===== config.mk =====
export PLATFORM = sky130hd
export DESIGN_NAME = fixed_partition_fit_allocator_unit_flat
export DESIGN_NICKNAME = d
export VERILOG_FILES = /design/src/design/fpfa_pkg.sv /design/src/design/fpfa_item_if.sv /design/src/design/fpfa_result_if.sv /design/src/design/fpfa_ram.sv /design/src/design/fpfa_datapath.sv /design/src/design/fpfa_ctrl.sv /design/src/design/fixed_partition_fit_allocator_unit.sv /design/src/flat_wrapper.sv
export SDC_FILE = /design/constraint.sdc
export NUM_CORES = 1
export LEC_CHECK = 0
export BUFFER_PORTS_ARGS = -buffer_cell sky130_fd_sc_hd__buf_2
export CAP_MARGIN = 40
export CORE_MARGIN = 3
export CORE_UTILIZATION = 40
export CTS_CLUSTER_SIZE = 10
export DETAILED_ROUTE_END_ITERATION = 6
export SLEW_MARGIN = 40
export SYNTH_ARGS = -nofsm -noshare
export SYNTH_HDL_FRONTEND = slang
export SYNTH_HIERARCHICAL = 1
export SYNTH_SLANG_ARGS = --single-unit

===== constraint.sdc =====
create_clock -name clk_i -period 12.4 [get_ports clk_i]
set_clock_uncertainty 0.05 [all_clocks]
set_input_delay 1.24 -clock clk_i [delete_from_list [all_inputs] [get_ports clk_i]]
set_output_delay 1.24 -clock clk_i [all_outputs]
set_load 0.05 [all_outputs]

===== src/design/fpfa_pkg.sv =====
package fpfa_pkg;

  // Table geometry.
  localparam int NUM_PARTS = 16;
  localparam int IDX_W     = (NUM_PARTS > 1) ? $clog2(NUM_PARTS) : 1;
  localparam int SCAN_W    = $clog2(NUM_PARTS + 1);

  // Field widths of the words on the ports.
  localparam int CNT_W  = 5;
  localparam int OP_W   = 1;
  localparam int POL_W  = 2;
  localparam int SLOT_W = 4;
  localparam int SIZE_W = 16;
  localparam int PID_W  = 8;
  localparam int STAT_W = 2;

  // Operation codes.
  localparam logic [OP_W-1:0] OP_LOAD  = 1'b0;
  localparam logic [OP_W-1:0] OP_ALLOC = 1'b1;

  // Placement policies.
  localparam logic [POL_W-1:0] POL_FIRST = 2'd0;
  localparam logic [POL_W-1:0] POL_BEST  = 2'd1;
  localparam logic [POL_W-1:0] POL_WORST = 2'd2;

  // Result status codes.
  localparam logic [STAT_W-1:0] STAT_LOADED = 2'd0;
  localparam logic [STAT_W-1:0] STAT_ALLOC  = 2'd1;
  localparam logic [STAT_W-1:0] STAT_NOFIT  = 2'd2;

  // Commands from the controller to the datapath.
  typedef struct packed {
    logic accept;
    logic step;
    logic commit;
  } fpfa_cmd_t;

  // Status from the datapath to the controller.
  typedef struct packed {
    logic scan_req;
    logic scan_done;
    logic out_free;
  } fpfa_status_t;

endpackage


===== src/design/fpfa_item_if.sv =====
interface fpfa_item_if;
  import fpfa_pkg::*;

  logic              valid;
  logic              ready;
  logic [OP_W-1:0]   operation;
  logic [POL_W-1:0]  policy;
  logic [SLOT_W-1:0] slot_index;
  logic [SIZE_W-1:0] size_value;
  logic [PID_W-1:0]  process_id;

  modport source (
    output valid, operation, policy, slot_index, size_value, process_id,
    input  ready
  );

  modport sink (
    input  valid, operation, policy, slot_index, size_value, process_id,
    output ready
  );

endinterface


===== src/design/fpfa_result_if.sv =====
interface fpfa_result_if;
  import fpfa_pkg::*;

  logic              valid;
  logic              ready;
  logic [STAT_W-1:0] status;
  logic [SLOT_W-1:0] partition_index;
  logic [PID_W-1:0]  echo_id;

  modport source (
    output valid, status, partition_index, echo_id,
    input  ready
  );

  modport sink (
    input  valid, status, partition_index, echo_id,
    output ready
  );

endinterface


===== src/design/fpfa_ram.sv =====
module fpfa_ram #(
  parameter int WIDTH = 16,
  parameter int DEPTH = 16,
  parameter int AW    = (DEPTH > 1) ? $clog2(DEPTH) : 1
) (
  input  logic             clk_i,
  input  logic             we_i,
  input  logic [AW-1:0]    waddr_i,
  input  logic [WIDTH-1:0] wdata_i,
  input  logic             re_i,
  input  logic [AW-1:0]    raddr_i,
  output logic [WIDTH-1:0] rdata_o
);

  logic [WIDTH-1:0] mem_q [DEPTH];
  logic [WIDTH-1:0] rdata_q;

  // One write port and one registered read port.
  always_ff @(posedge clk_i) begin
    if (we_i) begin
      mem_q[waddr_i] <= wdata_i;
    end
    if (re_i) begin
      rdata_q <= mem_q[raddr_i];
    end
  end

  assign rdata_o = rdata_q;

endmodule


===== src/design/fpfa_datapath.sv =====
module fpfa_datapath (
  input  logic                     clk_i,
  input  logic                     rst_ni,
  input  logic                     cfg_we_i,
  input  logic [fpfa_pkg::CNT_W-1:0]  cfg_wdata_i,
  input  logic [fpfa_pkg::OP_W-1:0]   operation_i,
  input  logic [fpfa_pkg::POL_W-1:0]  policy_i,
  input  logic [fpfa_pkg::SLOT_W-1:0] slot_index_i,
  input  logic [fpfa_pkg::SIZE_W-1:0] size_value_i,
  input  logic [fpfa_pkg::PID_W-1:0]  process_id_i,
  input  fpfa_pkg::fpfa_cmd_t         cmd_i,
  output fpfa_pkg::fpfa_status_t      status_o,
  output logic                        out_valid_o,
  input  logic                        out_ready_i,
  output logic [fpfa_pkg::STAT_W-1:0] out_status_o,
  output logic [fpfa_pkg::SLOT_W-1:0] out_index_o,
  output logic [fpfa_pkg::PID_W-1:0]  out_echo_o
);
  import fpfa_pkg::*;

  logic [CNT_W-1:0]  count_q;
  logic [SCAN_W-1:0] limit;

  logic [OP_W-1:0]   op_q;
  logic [POL_W-1:0]  policy_q;
  logic [SLOT_W-1:0] slot_q;
  logic [SIZE_W-1:0] need_q;
  logic [PID_W-1:0]  pid_q;

  logic [SCAN_W-1:0] issue_q;
  logic              cmp_v_q;
  logic [IDX_W-1:0]  cmp_idx_q;
  logic              found_q;
  logic [IDX_W-1:0]  pick_q;
  logic [SIZE_W-1:0] pick_size_q;
  logic [NUM_PARTS-1:0] taken_q;

  logic              out_valid_q;
  logic [STAT_W-1:0] out_status_q;
  logic [SLOT_W-1:0] out_index_q;
  logic [PID_W-1:0]  out_echo_q;

  logic              issuing;
  logic              hit;
  logic              slot_ok;
  logic              load_wr;
  logic [SIZE_W-1:0] rdata;

  // Partition count register, clamped to the table depth for the scan.
  always_ff @(posedge clk_i or negedge rst_ni) begin
    if (!rst_ni) begin
      count_q <= '0;
    end else if (cfg_we_i) begin
      count_q <= cfg_wdata_i;
    end
  end

  always_comb begin
    if (int'(count_q) > NUM_PARTS) begin
      limit = SCAN_W'(NUM_PARTS);
    end else begin
      limit = SCAN_W'(count_q);
    end
  end

  // Latch the accepted word.
  always_ff @(posedge clk_i) begin
    if (cmd_i.accept) begin
      op_q     <= operation_i;
      policy_q <= policy_i;
      slot_q   <= slot_index_i;
      need_q   <= size_value_i;
      pid_q    <= process_id_i;
    end
  end

  // Size table: written by loads at commit, read once per scan step.
  assign slot_ok = int'(slot_q) < NUM_PARTS;
  assign load_wr = cmd_i.commit && (op_q == OP_LOAD) && slot_ok;
  assign issuing = cmd_i.step && (issue_q < limit);

  fpfa_ram #(
    .WIDTH (SIZE_W),
    .DEPTH (NUM_PARTS)
  ) u_sizes (
    .clk_i   (clk_i),
    .we_i    (load_wr),
    .waddr_i (IDX_W'(slot_q)),
    .wdata_i (need_q),
    .re_i    (issuing),
    .raddr_i (issue_q[IDX_W-1:0]),
    .rdata_o (rdata)
  );

  // The entry read last cycle is compared against the request and the current pick.
  assign hit = cmp_v_q && !taken_q[cmp_idx_q] && (rdata >= need_q) &&
               (!found_q ||
                ((policy_q == POL_BEST)  && (rdata < pick_size_q)) ||
                ((policy_q == POL_WORST) && (rdata > pick_size_q)));

  // Scan control registers.
  always_ff @(posedge clk_i or negedge rst_ni) begin
    if (!rst_ni) begin
      issue_q <= '0;
      cmp_v_q <= 1'b0;
      found_q <= 1'b0;
    end else if (cmd_i.accept) begin
      issue_q <= '0;
      cmp_v_q <= 1'b0;
      found_q <= 1'b0;
    end else begin
      cmp_v_q <= issuing;
      if (issuing) begin
        issue_q <= issue_q + SCAN_W'(1);
      end
      if (hit) begin
        found_q <= 1'b1;
      end
    end
  end

  // Scan payload registers.
  always_ff @(posedge clk_i) begin
    if (issuing) begin
      cmp_idx_q <= issue_q[IDX_W-1:0];
    end
    if (hit) begin
      pick_q      <= cmp_idx_q;
      pick_size_q <= rdata;
    end
  end

  // Taken flags: a load frees its slot, a successful allocation claims its pick.
  always_ff @(posedge clk_i or negedge rst_ni) begin
    if (!rst_ni) begin
      taken_q <= '0;
    end else if (load_wr) begin
      taken_q[IDX_W'(slot_q)] <= 1'b0;
    end else if (cmd_i.commit && (op_q == OP_ALLOC) && found_q) begin
      taken_q[pick_q] <= 1'b1;
    end
  end

  // Output register holds one result word until the sink takes it.
  always_ff @(posedge clk_i or negedge rst_ni) begin
    if (!rst_ni) begin
      out_valid_q <= 1'b0;
    end else if (cmd_i.commit) begin
      out_valid_q <= 1'b1;
    end else if (out_ready_i) begin
      out_valid_q <= 1'b0;
    end
  end

  always_ff @(posedge clk_i) begin
    if (cmd_i.commit) begin
      out_echo_q <= pid_q;
      if (op_q == OP_LOAD) begin
        out_status_q <= STAT_LOADED;
        out_index_q  <= slot_q;
      end else if (found_q) begin
        out_status_q <= STAT_ALLOC;
        out_index_q  <= SLOT_W'(pick_q);
      end else begin
        out_status_q <= STAT_NOFIT;
        out_index_q  <= '0;
      end
    end
  end

  // Status toward the controller.
  assign status_o.scan_req  = (operation_i == OP_ALLOC) &&
                              ((policy_i == POL_FIRST) || (policy_i == POL_BEST) ||
                               (policy_i == POL_WORST));
  assign status_o.scan_done = (issue_q >= limit);
  assign status_o.out_free  = !out_valid_q || out_ready_i;

  assign out_valid_o  = out_valid_q;
  assign out_status_o = out_status_q;
  assign out_index_o  = out_index_q;
  assign out_echo_o   = out_echo_q;

endmodule


===== src/design/fpfa_ctrl.sv =====
module fpfa_ctrl (
  input  logic                   clk_i,
  input  logic                   rst_ni,
  input  logic                   in_valid_i,
  output logic                   in_ready_o,
  input  fpfa_pkg::fpfa_status_t status_i,
  output fpfa_pkg::fpfa_cmd_t    cmd_o
);
  import fpfa_pkg::*;

  typedef enum logic [1:0] {
    S_IDLE,
    S_SCAN,
    S_FINISH
  } state_e;

  state_e state_q;
  logic   ready_q;
  logic   accept;

  assign accept = in_valid_i && ready_q;

  // Sequencer: take a word, scan the table if it is an allocation, then commit.
  always_ff @(posedge clk_i or negedge rst_ni) begin
    if (!rst_ni) begin
      state_q <= S_IDLE;
      ready_q <= 1'b1;
    end else begin
      case (state_q)
        S_IDLE: begin
          if (accept) begin
            ready_q <= 1'b0;
            state_q <= status_i.scan_req ? S_SCAN : S_FINISH;
          end
        end
        S_SCAN: begin
          if (status_i.scan_done) begin
            state_q <= S_FINISH;
          end
        end
        S_FINISH: begin
          if (status_i.out_free) begin
            ready_q <= 1'b1;
            state_q <= S_IDLE;
          end
        end
        default: begin
          ready_q <= 1'b1;
          state_q <= S_IDLE;
        end
      endcase
    end
  end

  assign in_ready_o   = ready_q;
  assign cmd_o.accept = accept;
  assign cmd_o.step   = (state_q == S_SCAN);
  assign cmd_o.commit = (state_q == S_FINISH) && status_i.out_free;

endmodule


===== src/design/fixed_partition_fit_allocator_unit.sv =====
// Fixed-partition allocator with first, best and worst fit placement. A load word
// writes one partition size and frees that partition; an allocate word scans the
// first partition_count entries (at most 16) and claims the chosen free entry that
// is large enough, ties going to the lowest index. Every word yields one result
// word. Acceptance closes the input until that word's result is committed. A load
// goes straight to commit; an allocate first scans the table, one entry per cycle
// through the single read port of the size memory, and commits once the last entry
// read has been compared. The input reopens after the commit.
// A finished result waits in the output register while the next word is accepted;
// its commit waits only if that register is still full.
module fixed_partition_fit_allocator_unit (
  input  logic                       clk_i,
  input  logic                       rst_ni,
  input  logic                       cfg_we_i,
  input  logic [fpfa_pkg::CNT_W-1:0] cfg_wdata_i,
  fpfa_item_if.sink                  item_i,
  fpfa_result_if.source              result_o
);
  import fpfa_pkg::*;

  fpfa_cmd_t    cmd;
  fpfa_status_t status;

  fpfa_ctrl u_ctrl (
    .clk_i      (clk_i),
    .rst_ni     (rst_ni),
    .in_valid_i (item_i.valid),
    .in_ready_o (item_i.ready),
    .status_i   (status),
    .cmd_o      (cmd)
  );

  fpfa_datapath u_dp (
    .clk_i        (clk_i),
    .rst_ni       (rst_ni),
    .cfg_we_i     (cfg_we_i),
    .cfg_wdata_i  (cfg_wdata_i),
    .operation_i  (item_i.operation),
    .policy_i     (item_i.policy),
    .slot_index_i (item_i.slot_index),
    .size_value_i (item_i.size_value),
    .process_id_i (item_i.process_id),
    .cmd_i        (cmd),
    .status_o     (status),
    .out_valid_o  (result_o.valid),
    .out_ready_i  (result_o.ready),
    .out_status_o (result_o.status),
    .out_index_o  (result_o.partition_index),
    .out_echo_o   (result_o.echo_id)
  );

endmodule


===== src/flat_wrapper.sv =====
// flat-port wrapper written by rule: the top's interface ports become plain ports
module fixed_partition_fit_allocator_unit_flat import fpfa_pkg::*;
  (clk_i, rst_ni, cfg_we_i, cfg_wdata_i, item_i_valid, item_i_operation, item_i_policy, item_i_slot_index, item_i_size_value, item_i_process_id, item_i_ready, result_o_valid, result_o_status, result_o_partition_index, result_o_echo_id, result_o_ready);
  fpfa_item_if item_i_i ();
  fpfa_result_if result_o_i ();
  input  logic clk_i;
  input  logic rst_ni;
  input  logic cfg_we_i;
  input  logic [fpfa_pkg::CNT_W-1:0] cfg_wdata_i;
  input wire logic [$bits(item_i_i.valid)-1:0] item_i_valid;
  input wire logic [$bits(item_i_i.operation)-1:0] item_i_operation;
  input wire logic [$bits(item_i_i.policy)-1:0] item_i_policy;
  input wire logic [$bits(item_i_i.slot_index)-1:0] item_i_slot_index;
  input wire logic [$bits(item_i_i.size_value)-1:0] item_i_size_value;
  input wire logic [$bits(item_i_i.process_id)-1:0] item_i_process_id;
  output wire logic [$bits(item_i_i.ready)-1:0] item_i_ready;
  output wire logic [$bits(result_o_i.valid)-1:0] result_o_valid;
  output wire logic [$bits(result_o_i.status)-1:0] result_o_status;
  output wire logic [$bits(result_o_i.partition_index)-1:0] result_o_partition_index;
  output wire logic [$bits(result_o_i.echo_id)-1:0] result_o_echo_id;
  input wire logic [$bits(result_o_i.ready)-1:0] result_o_ready;
  assign item_i_i.valid = item_i_valid;
  assign item_i_i.operation = item_i_operation;
  assign item_i_i.policy = item_i_policy;
  assign item_i_i.slot_index = item_i_slot_index;
  assign item_i_i.size_value = item_i_size_value;
  assign item_i_i.process_id = item_i_process_id;
  assign item_i_ready = item_i_i.ready;
  assign result_o_valid = result_o_i.valid;
  assign result_o_status = result_o_i.status;
  assign result_o_partition_index = result_o_i.partition_index;
  assign result_o_echo_id = result_o_i.echo_id;
  assign result_o_i.ready = result_o_ready;
  fixed_partition_fit_allocator_unit u_core (.clk_i(clk_i), .rst_ni(rst_ni), .cfg_we_i(cfg_we_i), .cfg_wdata_i(cfg_wdata_i), .item_i(item_i_i), .result_o(result_o_i));
endmodule

==> results.yml <==
global_route:
  antenna_found_initial: 0
  grt_remaining_overflow: 0
  grt.total_usage_pct: 15.1
  busiest_layer: "met1"
  met2_usage_pct: 22.9
  met3_usage_pct: 2.44
  grt_first_pass_wirelength_um: 45300
  grt_pass1_vias: 7632
  gr-usage-met1_pct: 23.1
  grt_max_degree: 69
die:
  initial_utilization_pct: 41.1
  floorplan.rows: 69
  fp.dieH_um: 198
  io-pin-count: 57
  floorplan.die_area_mm2: 0.0394
  chipWidth_um: 198
  area_of_the_core_region_mm2: 0.0360
worst_setup_path:
  critPathMaxFanout: 19
  data_arrival_critical_path_ns: 3.41
  required_time_worst_endpoint_ns: 12.59
  endpoint_kind: "flop"
  r2r_cells: 7
  critPathLaunchType: "input pin"
  cp_cell_sequence: "buf_2 -> nand2b_1 -> nand2_1 -> nor2_1 -> buf_4 -> nor2b_1 -> buf_4 -> or3b_2 -> nor2_2 -> buf_4"
  cp_slowest_stage_delay_ns: 0.52
  critPathSlowestCell: "sky130_fd_sc_hd__or3b_2"
  timing.critical_path.mode_cell: "sky130_fd_sc_hd__buf_4"
  crit_type: "in -> reg"
  r2r_end: "u_core/u_dp/pick_size_q[11]"
  regToRegStartpoint: "u_core/u_dp/need_q[0]"
  reg2reg_setup_slack_ns: 9.39
timing:
  setup-tns-final_ns: 0
  report.final.hold_viol_count: 0
  rsz0062_at_grt: "no"
  tightestPinTransition_ns: 0.807
  whs_ns: 0.375
  min_period_ns: 3.23
  final-max-slew-violation-count: 0
  timing.max_slew.rel_slack_pct: 46.2
  final_worst_path_cycle_share_pct: 26.0
  max_clock_freq_mhz: 310
  setup_viol_count_final: 0
placement:
  area_post_placement_mm2: 0.0158
  numPortBuffers: 56
  dpl.hpwl_um: 18600
  gp_routability_congestion: 0.792
cts:
  worst_setup_hold_path_clk_slew_ns: 0.06
  cts_inserted_buffers: 43
  postCtsSetupBuffers: 0
  number_of_gates_given_a_new_drive_strength_after_cts: 0
  hold_buffers: 0
  clockRootBuffer: "sky130_fd_sc_hd__clkbuf_16"
  ctsLongestPathBuffers: 3
  clock_sink_count: 373
  htreeDepth: 2
  clock_latency_ns: 0.54
  cts_tree: "yes"
logic_synthesis:
  asyncSetResetFlopFracSynth_pct: 8.58
  synth-warning-count: 6
  average_footprint_of_a_synthesized_cell_um2: 18.9
  netlist_instances: 785
  synth_nets: 864
  dominantRegCellSynth: "sky130_fd_sc_hd__edfxtp_1"
  netlist.area_leader.share_pct: 69.2
  synth_top_cells_by_area: "sky130_fd_sc_hd__edfxtp_1 (69%), sky130_fd_sc_hd__mux4_2 (8.4%), sky130_fd_sc_hd__dfrtp_1 (5.2%), sky130_fd_sc_hd__ha_1 (3.2%), sky130_fd_sc_hd__mux4_1 (2.5%)"
  synthesis.area_mm2: 0.0148
  seq_area_frac_synth_pct: 74.6
  synth_enable_flop_cells: 341
  post-synth-top-area-cell: "sky130_fd_sc_hd__edfxtp_1"
  netlist-cell-type-count: 48
  yosys_register_bits: 373
drt:
  routed-via-count: 7399
  postRouteWirelength_um: 29400
  detailedRoute.firstPassIterationCount: 5
  vias_per_instance: 5.42
  dr.first_iter.drc_count: 605
  drc: 0
  drt-wirelength-per-cell_um: 21.5
  final_antenna_net_count: 0
layout:
  multiInputGateArea_mm2: 0.00352
  diodes: 0
  syn2layout_area_growth_pct: 14.6
  area.sequential_mm2: 0.0110
  share_of_cells_above_drive_strength_1_pct: 22.9
  nets: 963
  nFillCells: 2984
  post-route-cell-area_mm2: 0.0170
worst_hold_path:
  min_delay_src: "u_core/u_dp/pid_q[3]"
  hold_end: "u_core/u_dp/out_echo_o[3]"
  hold_path_class: "reg -> reg"
  worstHoldPathCells: 0
pwr:
  p_leak_uw: 0.00586
  power_per_cell_area_mw_per_mm2: 181
  vdd.ir_drop.worst_mv: 0.121
  post-layout-total-power_uw: 3070
status:
  status: "complete, no violations"
run:
  max_cap_viol_count: 0
==> worst max-delay path, delay by kind of cell <==
family | cells | cell delay (ns)
simple gates | 6 | 1.31
buf+inv | 4 | 0.84
==> state kept, by name, summed over array words and instances, names as in the netlist, 2 cells and up <==
register / count
u_core/u_ctrl/state_q: 2
u_core/u_dp/cmp_idx_q: 4
u_core/u_dp/count_q: 5
u_core/u_dp/issue_q: 5
u_core/u_dp/need_q: 16
u_core/u_dp/out_echo_o: 8
u_core/u_dp/out_index_o: 4
u_core/u_dp/out_status_o: 2
u_core/u_dp/pick_q: 4
u_core/u_dp/pick_size_q: 16
u_core/u_dp/pid_q: 8
u_core/u_dp/policy_q: 2
u_core/u_dp/slot_q: 4
u_core/u_dp/taken_q: 16
u_core/u_dp/u_sizes/mem_q: 256
u_core/u_dp/u_sizes/rdata_o: 16
==> how the worst max path moves through the flow <==
stage / start / end / slack [ns]
CTS: result_o_ready / u_core/u_dp/u_sizes/mem_q[1][5] / 9.18
detailed placement: result_o_ready / u_core/u_dp/u_sizes/mem_q[1][9] / 8.60
global placement: result_o_ready / u_core/u_dp/u_sizes/mem_q[1][9] / 8.46
finish: result_o_ready / u_core/u_dp/u_sizes/mem_q[1][13] / 9.17
floorplan: result_o_ready / u_core/u_dp/u_sizes/mem_q[0][0] / 7.57
global route: result_o_ready / u_core/u_dp/u_sizes/mem_q[1][13] / 9.05
==> final cells by class <==
cell class                 count  share of cell area (%)
clock inverter                 5                   0.376
sequential                   373                    65.1
tap                          461                    3.40
timing repair buffer          79                    2.71
inverter                      43                   0.951
multi-input combinational    344                    20.7
clock buffer                  60                    6.72
==> per-stage QoR <==
step                util [%]  setup WS [ns]  cells
floorplan                  -           7.57    785
global placement        43.7           8.46   1299
detailed placement      43.8           8.60   1300
CTS                     47.1           9.18   1365
global route            47.1           9.05   1365
finish                  47.1           9.17   1365
==> report_power, final <==
| group | switching [uW] | leakage [uW] | internal (uW) |
|---|---|---|---|
| combinational | 255 | 0.00180 | 243 |
| clock | 462 | 0.000578 | 637 |
| sequential | 56.9 | 0.00348 | 1410 |
==> layout by cell type, fill, tap and decap left out, drive strengths merged, types with 18 or more instances in the layout <==
cell type  instances
inv               43
mux4              69
ha                38
clkbuf            60
buf               79
dfrtp             31
nor2              25
nand2             35
a22oi             32
edfxtp           341
o21ai             38
a21oi             18
==> cell usage after synthesis (5+ instances only) <==
master                     number
sky130_fd_sc_hd__inv_1         41
sky130_fd_sc_hd__dfrtp_1       31
sky130_fd_sc_hd__a21oi_1       17
sky130_fd_sc_hd__mux4_1        14
sky130_fd_sc_hd__nor3_1         6
sky130_fd_sc_hd__nand4_1        8
sky130_fd_sc_hd__mux4_2        55
sky130_fd_sc_hd__nor2b_1        6
sky130_fd_sc_hd__nand2_1       35
sky130_fd_sc_hd__a21o_1         6
sky130_fd_sc_hd__edfxtp_1     341
sky130_fd_sc_hd__o21ai_0       38
sky130_fd_sc_hd__ha_1          38
sky130_fd_sc_hd__mux2_2         5
sky130_fd_sc_hd__nand3_1       16
sky130_fd_sc_hd__nor2_1        24
sky130_fd_sc_hd__nand2b_1       8
sky130_fd_sc_hd__clkbuf_1      11
sky130_fd_sc_hd__a22oi_1       32
==> kinds of logic (layout without fill, tap and decap cells) <==
| family | count (synthesis) | count (layout) | share of synthesized area, % |
|---|---|---|---|
| xor+xnor | 4 | 4 | 0.237 |
| buf+inv | 68 | 187 | 2.04 |
| flops | 373 | 373 | 74.6 |
| fa+ha+maj | 38 | 38 | 3.21 |
| mux | 76 | 76 | 11.4 |
| simple gates | 117 | 117 | 3.85 |
| compound gates | 109 | 109 | 4.72 |
==> per-layer routing <==
metal	part of all wire (%)	up-vias
li1	-	3354
met1	48	3796
met2	45	205
met3	5.2	44
met4	1.9	0
met5	0	-
No activity file was read; power rests on OpenSTA's default activity.
